### src/sv/segregated_bin_allocator_core_assert.svh
// Assertion macros for the segregated bin allocator core
`ifndef SEGREGATED_BIN_ALLOCATOR_CORE_ASSERT_SVH
`define SEGREGATED_BIN_ALLOCATOR_CORE_ASSERT_SVH

// Same-cycle implication, checked out of reset
`define SBA_ASSERT_IMPL(lbl, clk, rst_n, ante, cons, msg) \
  lbl: assert property (@(posedge clk) disable iff (!rst_n) (ante) |-> (cons)) \
    else $error(msg);

// Next-cycle implication, checked out of reset
`define SBA_ASSERT_NEXT(lbl, clk, rst_n, ante, cons, msg) \
  lbl: assert property (@(posedge clk) disable iff (!rst_n) (ante) |=> (cons)) \
    else $error(msg);

`endif

### src/sv/sba_pkg.sv
// Shared types, codes and defaults of the segregated bin allocator
package sba_pkg;

  localparam int unsigned DefClassBytes  = 16;
  localparam int unsigned DefNumClasses  = 8;
  localparam int unsigned DefHeaderBytes = 16;
  localparam int unsigned DefStackDepth  = 64;

  typedef enum logic [1:0] {
    FUNC_ALLOC   = 2'd0,
    FUNC_FREE    = 2'd1,
    FUNC_REALLOC = 2'd2,
    FUNC_RSVD    = 2'd3
  } sba_func_e;

  typedef enum logic [1:0] {
    STAT_OK   = 2'd0,
    STAT_NULL = 2'd1,
    STAT_OOM  = 2'd2,
    STAT_FULL = 2'd3
  } sba_status_e;

  // Work needed by one request
  typedef enum logic [2:0] {
    OP_ALLOC = 3'd0,
    OP_FREE  = 3'd1,
    OP_FIT   = 3'd2,
    OP_NULL  = 3'd3,
    OP_MOVE  = 3'd4
  } sba_op_e;

  typedef struct packed {
    logic capture;
    logic do_alloc;
    logic do_pop;
    logic do_free;
    logic load_out;
  } sba_cmd_t;

  typedef struct packed {
    sba_op_e op_dec;
    logic    is_move;
    logic    alloc_pop;
    logic    alloc_ok;
  } sba_stat_t;

  typedef struct packed {
    logic        wr_base;
    logic        wr_bytes;
    logic [31:0] wdata;
  } sba_cfg_t;

endpackage

### src/sv/sba_ctrl.sv
// Request sequencer of the segregated bin allocator
module sba_ctrl
  import sba_pkg::*;
(
  input  logic      clk_i,
  input  logic      rst_ni,
  input  logic      in_valid_i,
  output logic      in_ready_o,
  output logic      out_valid_o,
  input  logic      out_ready_i,
  input  sba_stat_t stat_i,
  output sba_cmd_t  cmd_o
);

  typedef enum logic [3:0] {
    ST_IDLE  = 4'b0001,
    ST_ALLOC = 4'b0010,
    ST_POP   = 4'b0100,
    ST_FREE  = 4'b1000
  } sba_state_e;

  sba_state_e state_q, state_d;
  logic       res_valid_q, res_valid_d;
  logic       out_valid_q, out_valid_d;
  logic       emit, capture, finish, in_ready;

  always_comb begin
    emit     = res_valid_q && (!out_valid_q || out_ready_i);
    in_ready = (state_q == ST_IDLE) && (!res_valid_q || emit);
    capture  = in_valid_i && in_ready;
    finish   = 1'b0;
    state_d  = state_q;
    case (state_q)
      ST_IDLE: begin
        if (capture) begin
          case (stat_i.op_dec)
            OP_ALLOC, OP_MOVE: state_d = ST_ALLOC;
            OP_FREE:           state_d = ST_FREE;
            default:           finish  = 1'b1;
          endcase
        end
      end
      ST_ALLOC: begin
        if (stat_i.alloc_pop) begin
          state_d = ST_POP;
        end else if (stat_i.alloc_ok && stat_i.is_move) begin
          state_d = ST_FREE;
        end else begin
          finish  = 1'b1;
          state_d = ST_IDLE;
        end
      end
      ST_POP: begin
        if (stat_i.is_move) begin
          state_d = ST_FREE;
        end else begin
          finish  = 1'b1;
          state_d = ST_IDLE;
        end
      end
      ST_FREE: begin
        finish  = 1'b1;
        state_d = ST_IDLE;
      end
      default: state_d = ST_IDLE;
    endcase
    res_valid_d = (res_valid_q && !emit) || finish;
    out_valid_d = emit || (out_valid_q && !out_ready_i);
  end

  always_ff @(posedge clk_i or negedge rst_ni) begin
    if (!rst_ni) begin
      state_q     <= ST_IDLE;
      res_valid_q <= 1'b0;
      out_valid_q <= 1'b0;
    end else begin
      state_q     <= state_d;
      res_valid_q <= res_valid_d;
      out_valid_q <= out_valid_d;
    end
  end

  assign in_ready_o     = in_ready;
  assign out_valid_o    = out_valid_q;
  assign cmd_o.capture  = capture;
  assign cmd_o.do_alloc = (state_q == ST_ALLOC);
  assign cmd_o.do_pop   = (state_q == ST_POP);
  assign cmd_o.do_free  = (state_q == ST_FREE);
  assign cmd_o.load_out = emit;

endmodule

### config.mk
export PLATFORM = sky130hd
export DESIGN_NAME = sba_ctrl
export DESIGN_NICKNAME = d
export VERILOG_FILES = /design/src/sv/segregated_bin_allocator_core_assert.svh /design/src/sv/sba_pkg.sv /design/src/sv/sba_ctrl.sv
export SDC_FILE = /design/constraint.sdc
export NUM_CORES = 1
export LEC_CHECK = 0
export ABC_CLOCK_PERIOD_IN_PS = 1900
export BUFFER_PORTS_ARGS = -buffer_cell sky130_fd_sc_hd__buf_2
export CORE_AREA = 2 2 39 41
export DETAILED_ROUTE_END_ITERATION = 8
export DIE_AREA = 0 0 41 43
export PLACE_DENSITY_LB_ADDON = 0.12
export SLEW_MARGIN = 10
export SYNTH_ARGS = -nofsm -noshare
export SYNTH_HDL_FRONTEND = slang
export SYNTH_SLANG_ARGS = --single-unit
### constraint.sdc
create_clock -name clk_i -period 1.9 [get_ports clk_i]
set_clock_uncertainty 0.05 [all_clocks]
set_input_delay 0.285 -clock clk_i [delete_from_list [all_inputs] [get_ports clk_i]]
set_output_delay 0.285 -clock clk_i [all_outputs]
set_load 0.01 [all_outputs]
After elaboration in Yosys (flattened, before gate mapping):

Index checks and enable logic that the tools add are counted.

* register bits after elaboration: 6
* input port bits: 10
* output and inout bits: 7
* word-level logic and storage cells: 41

* equal/unequal tests: 8
* mux-type cells: 12
* reductions and logical operators: 18

Operator list (count)
* $mux W4: 4
* $pmux W4 S3: 1
* $pmux W4 S2: 1
* $logic_and A1 B1 Y1: 6
* $mux W1: 5
* $eq A4 B1 Y1 const B: 1
* $eq A4 B2 Y1 const B: 1
* $eq A4 B3 Y1 const B: 1
* $eq A4 B4 Y1 const B: 1
* $logic_not A1 Y1: 4
* $logic_or A1 B1 Y1: 4
* $pmux W1 S4: 1
* $eq A3 B1 Y1 const B: 1
* $eq A3 B3 Y1 const B: 1
* $logic_not A3 Y1: 1
* $ne A3 B1 Y1 const B: 1
* $reduce_or A3 Y1: 1
* $ne A2 B2 Y1 const B: 1
* $reduce_and A2 Y1: 1
* $reduce_or A2 Y1: 1

Depth between registers and ports, before layout:

Gate-level depths: netlist of the first run.

* word-level depth: 9
* gate-level depth with buffers: 3

Worst setup path after synthesis of the first run:

OpenSTA, ideal clock, no wires.

* path type: flip-flop to output port
* start point: register state_q[0]
* end point: output cmd_o[4] in the netlist's numbering
* data arrival time: 1.126 ns
* path slack: 0.439 ns
* cell stages (with the launch flop): 4
* path buffers: 1
* path through: dfstp_2 > nor4b_4 > and3_1 > buf_4

* longest elaborated chain between the ends: 3

Ends and longest elaborated chain
* start, declared: line sba_ctrl.sv:22 `sba_state_e state_q, state_d;`
* start signal, assigned: line sba_ctrl.sv:77 `state_q <= state_d;`
* $eq A4 B1 Y1: line sba_ctrl.sv:29 `in_ready = (state_q == ST_IDLE) && (!res_valid_q || emit);`
* $logic_and A1 B1 Y1: line sba_ctrl.sv:29
* $logic_and A1 B1 Y1: line sba_ctrl.sv:30 `capture = in_valid_i && in_ready;`
* end, declared: line sba_ctrl.sv:12 `output sba_cmd_t cmd_o`

Every way passes these cells.

==> results of run 1 <==
==> worst reg2reg max path, cell delays in order (launching register included) <==
cell     delay, ns
dfstp_2       0.57
nor4b_4       0.29
buf_4         0.17
a32oi_1       0.08
a22oi_1       0.17
==> flip-flops by register name, indices dropped and copies added (netlist names) <==
signal,flops
out_valid_o,1
res_valid_q,1
state_q,4
==> cells in the final DEF (no fill, tap or decap), drive strengths merged, types with 2 or more instances in the layout <==
cell type  instances
clkbuf             4
and2               3
nor4b              4
nor2               3
nand2b             2
buf               17
dfrtp              5
a21oi              2
nand4              2
==> where the power goes <==
group / total (mW) / internal [mW] / switching (mW)
registers: 0.151 / 0.140 / 0.0116
clock network: 0.124 / 0.0794 / 0.0445
logic: 0.0813 / 0.0438 / 0.0374
total: 0.357 / 0.263 / 0.0935
==> per-layer routing <==
| layer | GRT usage (%) | routed length [um] | up-vias | part of all wire, % |
|---|---|---|---|---|
| met4 | 10.00 | 0 | 0 | 0 |
| met5 | 0 | 0 | - | 0 |
| met3 | 1.571 | 49 | 0 | 6.0 |
| met1 | 12.87 | 350 | 171 | 43 |
| li1 | - | - | 180 | - |
| met2 | 15.94 | 413 | 10 | 51 |
==> cell type report <==
cell class / count / area (um2) / area share, %
Clock buffer: 4 / 26.28 / 5.012
Inverter: 1 / 3.754 / 0.7160
Multi-Input combinational cell: 27 / 225.2 / 42.96
Timing Repair Buffer: 18 / 97.59 / 18.62
Sequential cell: 6 / 151.4 / 28.88
Tap cell: 16 / 20.02 / 3.819
==> timing repair <==
item | 4_1_cts | 5_1_grt
endpoints found under the setup margin | 0 | 1
hold buffers | 1 | 0
setup buffers | 0 | 1
endpoints found under the hold margin | 5 | 0
==> cells in the mapped netlist (2+ instances only) <==
library cell  n
nor2_1        3
nor4b_4       2
nand4_1       2
nand2b_1      2
and2_1        3
dfrtp_1       5
buf_4         2
a21oi_1       2
==> logic make-up after synthesis <==
| family | synth area share (%) |
|---|---|
| AND/OR/NAND/NOR | 40.82 |
| AO/OA/AOI/OAI | 16.14 |
| flip-flops | 38.29 |
| buffers and inverters | 4.745 |
==> per-stage QoR <==
step,setup WS (ns),utilization (%)
final,0.1220,37.88
after global routing,0.01429,37.88
after CTS,0.09732,37.34
after detailed placement,0.3600,34.72
after global placement,0.3787,34.72
after floorplan,0.4389,-
==> worst max-delay path by stage <==
| stage | from | endpoint | slack [ns] |
|---|---|---|---|
| detailed placement | state_q[0] | cmd_o[4] | 0.36 |
| CTS | state_q[0] | cmd_o[4] | 0.1 |
| global route | state_q[0] | cmd_o[4] | 0.01 |
| finish | state_q[0] | cmd_o[4] | 0.12 |
| floorplan | state_q[0] | cmd_o[4] | 0.44 |
| global placement | state_q[0] | cmd_o[4] | 0.38 |
==> results.py, run 1 <==
metrics = {
    "status": {
        "status": "finished, final reports clean",
    },
    "synthesis": {
        "synth_flop_cell": "dfrtp_1",
        "synth_seq_cells": 6,
        "syn_area_per_cell_um2": 10.98,
        "yosysTopAreaCell": "dfrtp_1",
        "syn_area_um2": 395.4,
        "synth.area.top_cells": "dfrtp_1, nor4b_4, dfstp_2",
        "ys_warn_count": 0,
        "synth_top_cell_area_share_pct": 31.65,
        "ys_async_sr_fraction_pct": 100.0,
        "synth_edf_count": 0,
        "syn_inst": 36,
        "syn-num-nets": 46,
        "synth_seq_area_share_pct": 38.29,
        "ys_types": 23,
    },
    "drt": {
        "vias_per_cell": 5.014,
        "drc_errors": 0,
        "routed_wl_um": 813,
        "ant_nets": 0,
        "vias": 361,
        "dr.pass1.iters": 2,
        "first_iter_violations": 5,
        "drt-wirelength-per-cell_um": 11.29,
    },
    "floorplanning": {
        "io_pins": 17,
        "initial_core_util_pct": 28.57,
        "fp.coreArea_mm2": 0.001384,
        "die_x_um": 41,
        "die_area_mm2": 0.001763,
        "die_h_um": 43,
        "std_cell_rows": 14,
    },
    "global_route": {
        "grt_pass1_vias": 349,
        "grt_overflow_total": 0,
        "grt_max_degree": 7,
        "antenna_found_initial": 0,
        "grtUsageTotal_pct": 10.93,
        "grt_pass1_wl_um": 1262,
    },
    "worst_setup_path": {
        "r2r_end": "state_q[3]",
        "cp.arrival_ns": 1.44,
        "cp_top_family": "flip-flops",
        "required_ns": 1.56,
        "path_class": "register to primary output",
        "cp.depth": 3,
        "reg2reg_from": "state_q[0]",
        "start_kind": "register",
        "crit_slowest_cell": "dfstp_2",
        "critPathBufInv": 1,
        "cp_slowest_stage_delay_ns": 0.57,
        "endpoint_kind": "primary output",
        "crit_chain": "nor4b_4 -> and3_1 -> buf_2",
        "crit_fanout": 4,
        "r2r_cells": 4,
        "reg2reg_slack_ns": 0.48,
    },
    "clock_network": {
        "post_cts.resized_instances": 0,
        "clk_pin_slew_worst_paths_ns": 0.05,
        "htreeDepth": 1,
        "clk_latency_ns": 0.24,
        "cts_tree": "done",
        "cts-root-buf": "clkbuf_4",
        "clockBufferDepth": 2,
        "cts.sinks": 6,
        "numCtsBuffers": 3,
    },
    "timing": {
        "slew-limit-headroom_pct": 70.84,
        "fin_crit_ns": 1.778,
        "setup_viol": 0,
        "hold_violations": 0,
        "finalSetupTns_ns": 0,
        "hold_ws_ns": 0.1984,
        "rsz0062_at_grt": "no",
        "timing.fmax_ghz": 0.5624,
        "period_share_pct": 93.58,
        "worst_pin_slew_ns": 0.4313,
        "drv_slew": 0,
    },
    "placed_design": {
        "dp_hpwl_um": 684.8,
        "dp.cells": 66,
        "place_area_um2": 480.5,
        "gp_congestion": 0.6831,
        "port_buffers": 16,
    },
    "power_and_ir_drop": {
        "powerDensity_mw_per_mm2": 680.2,
        "ir_drop_uv": 205.3,
        "p_leak_nw": 0.2482,
        "finalPower_mw": 0.3566,
    },
    "final_layout": {
        "syn_to_final_growth_pct": 32.60,
        "post-route-cell-area_um2": 524.3,
        "fillerInstances": 148,
        "layoutNonFillerInstCount": 72,
        "drive_above_1_share_pct": 44.64,
        "antenna_cells": 0,
        "finalNetCount": 67,
    },
    "min_path": {
        "hp-start": "stat_i[4]",
        "min_path_cells": 2,
        "hold_path_class": "input port to register",
        "hold_end": "state_q[1]",
    },
    "job": {
        "maxCapViolCount": 0,
    },
}
No activity file was read; power rests on OpenSTA's default activity.
==> run 2, diff against run 1 <==
ABC_CLOCK_PERIOD_IN_PS = 2200   (was 1900)
clock period = 2.2 ns   (was 1.9 ns; I/O delays follow)
==> results.py, run 2 (synthesis results as in run 1) <==
metrics = {
    "timing": {
        "hold_violations": 0,
        "timing.fmax_ghz": 0.5461,
        "hold_ws_ns": 0.2432,
        "setup_viol": 0,
        "slew-limit-headroom_pct": 70.75,
        "period_share_pct": 83.23,
        "drv_slew": 0,
        "fin_crit_ns": 1.831,
        "rsz0062_at_grt": "no",
        "finalSetupTns_ns": 0,
        "worst_pin_slew_ns": 0.4327,
    },
    "global_route": {
        "grt_pass1_vias": 349,
        "antenna_found_initial": 0,
        "grtUsageTotal_pct": 10.93,
        "grt_pass1_wl_um": 1262,
        "grt_max_degree": 7,
        "grt_overflow_total": 0,
    },
    "drt": {
        "routed_wl_um": 798,
        "drc_errors": 0,
        "dr.pass1.iters": 2,
        "drt-wirelength-per-cell_um": 11.24,
        "ant_nets": 0,
        "first_iter_violations": 4,
        "vias": 356,
        "vias_per_cell": 5.014,
    },
    "worst_setup_path": {
        "cp_top_family": "flip-flops",
        "cp_slowest_stage_delay_ns": 0.57,
        "crit_chain": "nor4b_4 -> and3_1 -> buf_2",
        "crit_fanout": 5,
        "cp.arrival_ns": 1.45,
        "required_ns": 1.82,
        "r2r_end": "state_q[3]",
        "path_class": "register to primary output",
        "critPathBufInv": 1,
        "crit_slowest_cell": "dfstp_2",
        "reg2reg_slack_ns": 0.81,
        "r2r_cells": 3,
        "endpoint_kind": "primary output",
        "reg2reg_from": "state_q[0]",
        "start_kind": "register",
    },
    "final_layout": {
        "regArea_um2": 151.4,
        "multiInputGateArea_um2": 225.2,
        "finalNetCount": 66,
        "layoutNonFillerInstCount": 71,
        "layout.cells.most_common": "buf_2",
        "top_register": "state_q",
        "fillerInstances": 148,
        "largest_reg_flops": 4,
        "layout_common_cells": "buf_2, dfrtp_1, and2_1, nor2_1, clkbuf_4",
        "syn_to_final_growth_pct": 30.70,
        "antenna_cells": 0,
        "drive_above_1_share_pct": 43.64,
    },
    "power_and_ir_drop": {
        "p_leak_nw": 0.2437,
        "ir_drop_uv": 176.9,
        "powerDensity_mw_per_mm2": 588.7,
    },
    "placed_design": {
        "dp_hpwl_um": 684.8,
        "gp_congestion": 0.6831,
        "dp.cells": 66,
        "port_buffers": 16,
    },
    "min_path": {
        "min_path_cells": 2,
        "hold_path_class": "input port to register",
        "hp-start": "stat_i[4]",
        "hold_end": "state_q[1]",
    },
    "floorplanning": {
        "die_h_um": 43,
        "io_pins": 17,
        "initial_core_util_pct": 28.57,
        "fp.coreArea_mm2": 0.001384,
        "die_area_mm2": 0.001763,
        "std_cell_rows": 14,
        "die_x_um": 41,
    },
    "clock_network": {
        "clk_latency_ns": 0.24,
        "numCtsBuffers": 3,
        "cts-root-buf": "clkbuf_4",
        "cts.sinks": 6,
        "cts_tree": "done",
        "htreeDepth": 1,
        "clockBufferDepth": 2,
        "clk_pin_slew_worst_paths_ns": 0.05,
        "cts_setup_buffers": 0,
    },
    "job": {
        "maxCapViolCount": 0,
    },
    "status": {
        "status": "finished, final reports clean",
    },
}
run 2: changes by cell type in the layout (fill, tap and decap cells not counted), sizes merged:
cell,previous run,this run
buf,17,16
run 2: layout make-up:
class,count,share of cell area [%]
Sequential cell,6,29.30
Multi-Input combinational cell,27,43.58
Timing Repair Buffer,17,17.43
Clock buffer,4,5.085
Inverter,1,0.7264
Tap cell,16,3.874
run 2: power breakdown:
group          leakage [nW]  switching (mW)  internal, mW
registers            0.0766          0.0100         0.121
logic                 0.152          0.0313        0.0351
clock network        0.0150          0.0384        0.0686
total                 0.244          0.0797         0.224
run 2: layer usage:
layer  routed length, um  vias to the layer above  GRT usage (%)
met5                   0                        -              0
met4                   0                        0          10.00
met3                  49                        0          1.571
met2                 405                       10          15.94
met1                 343                      169          12.87
li1                    -                      177              -
run 2: per-stage QoR:
step	cell area (um2)	worst slack, ns	util (%)	power [mW]
after floorplan	395.4	0.6939	-	0.1743
after global placement	480.5	0.6337	34.72	0.1964
after detailed placement	480.5	0.6150	34.72	0.1981
after CTS	516.7	0.3523	37.34	0.3116
after global routing	516.7	0.2463	37.34	0.3250
final	516.7	0.3689	37.34	0.3042
run 2: timing repair:
item,CTS,global route
setup endpoints to repair,0,0
hold endpoints to repair,5,0
hold buffers,1,0
resized for setup,0,0
run 2: how the worst max path moves through the flow:
stage | startpoint | endpoint | cells after the start
after floorplan | state_q[0] | cmd_o[4] | 3
after detailed placement | state_q[0] | cmd_o[4] | 3
after CTS | state_q[0] | cmd_o[4] | 3
after global placement | state_q[0] | cmd_o[4] | 3
final | state_q[0] | cmd_o[4] | 3
after global routing | state_q[0] | cmd_o[4] | 3
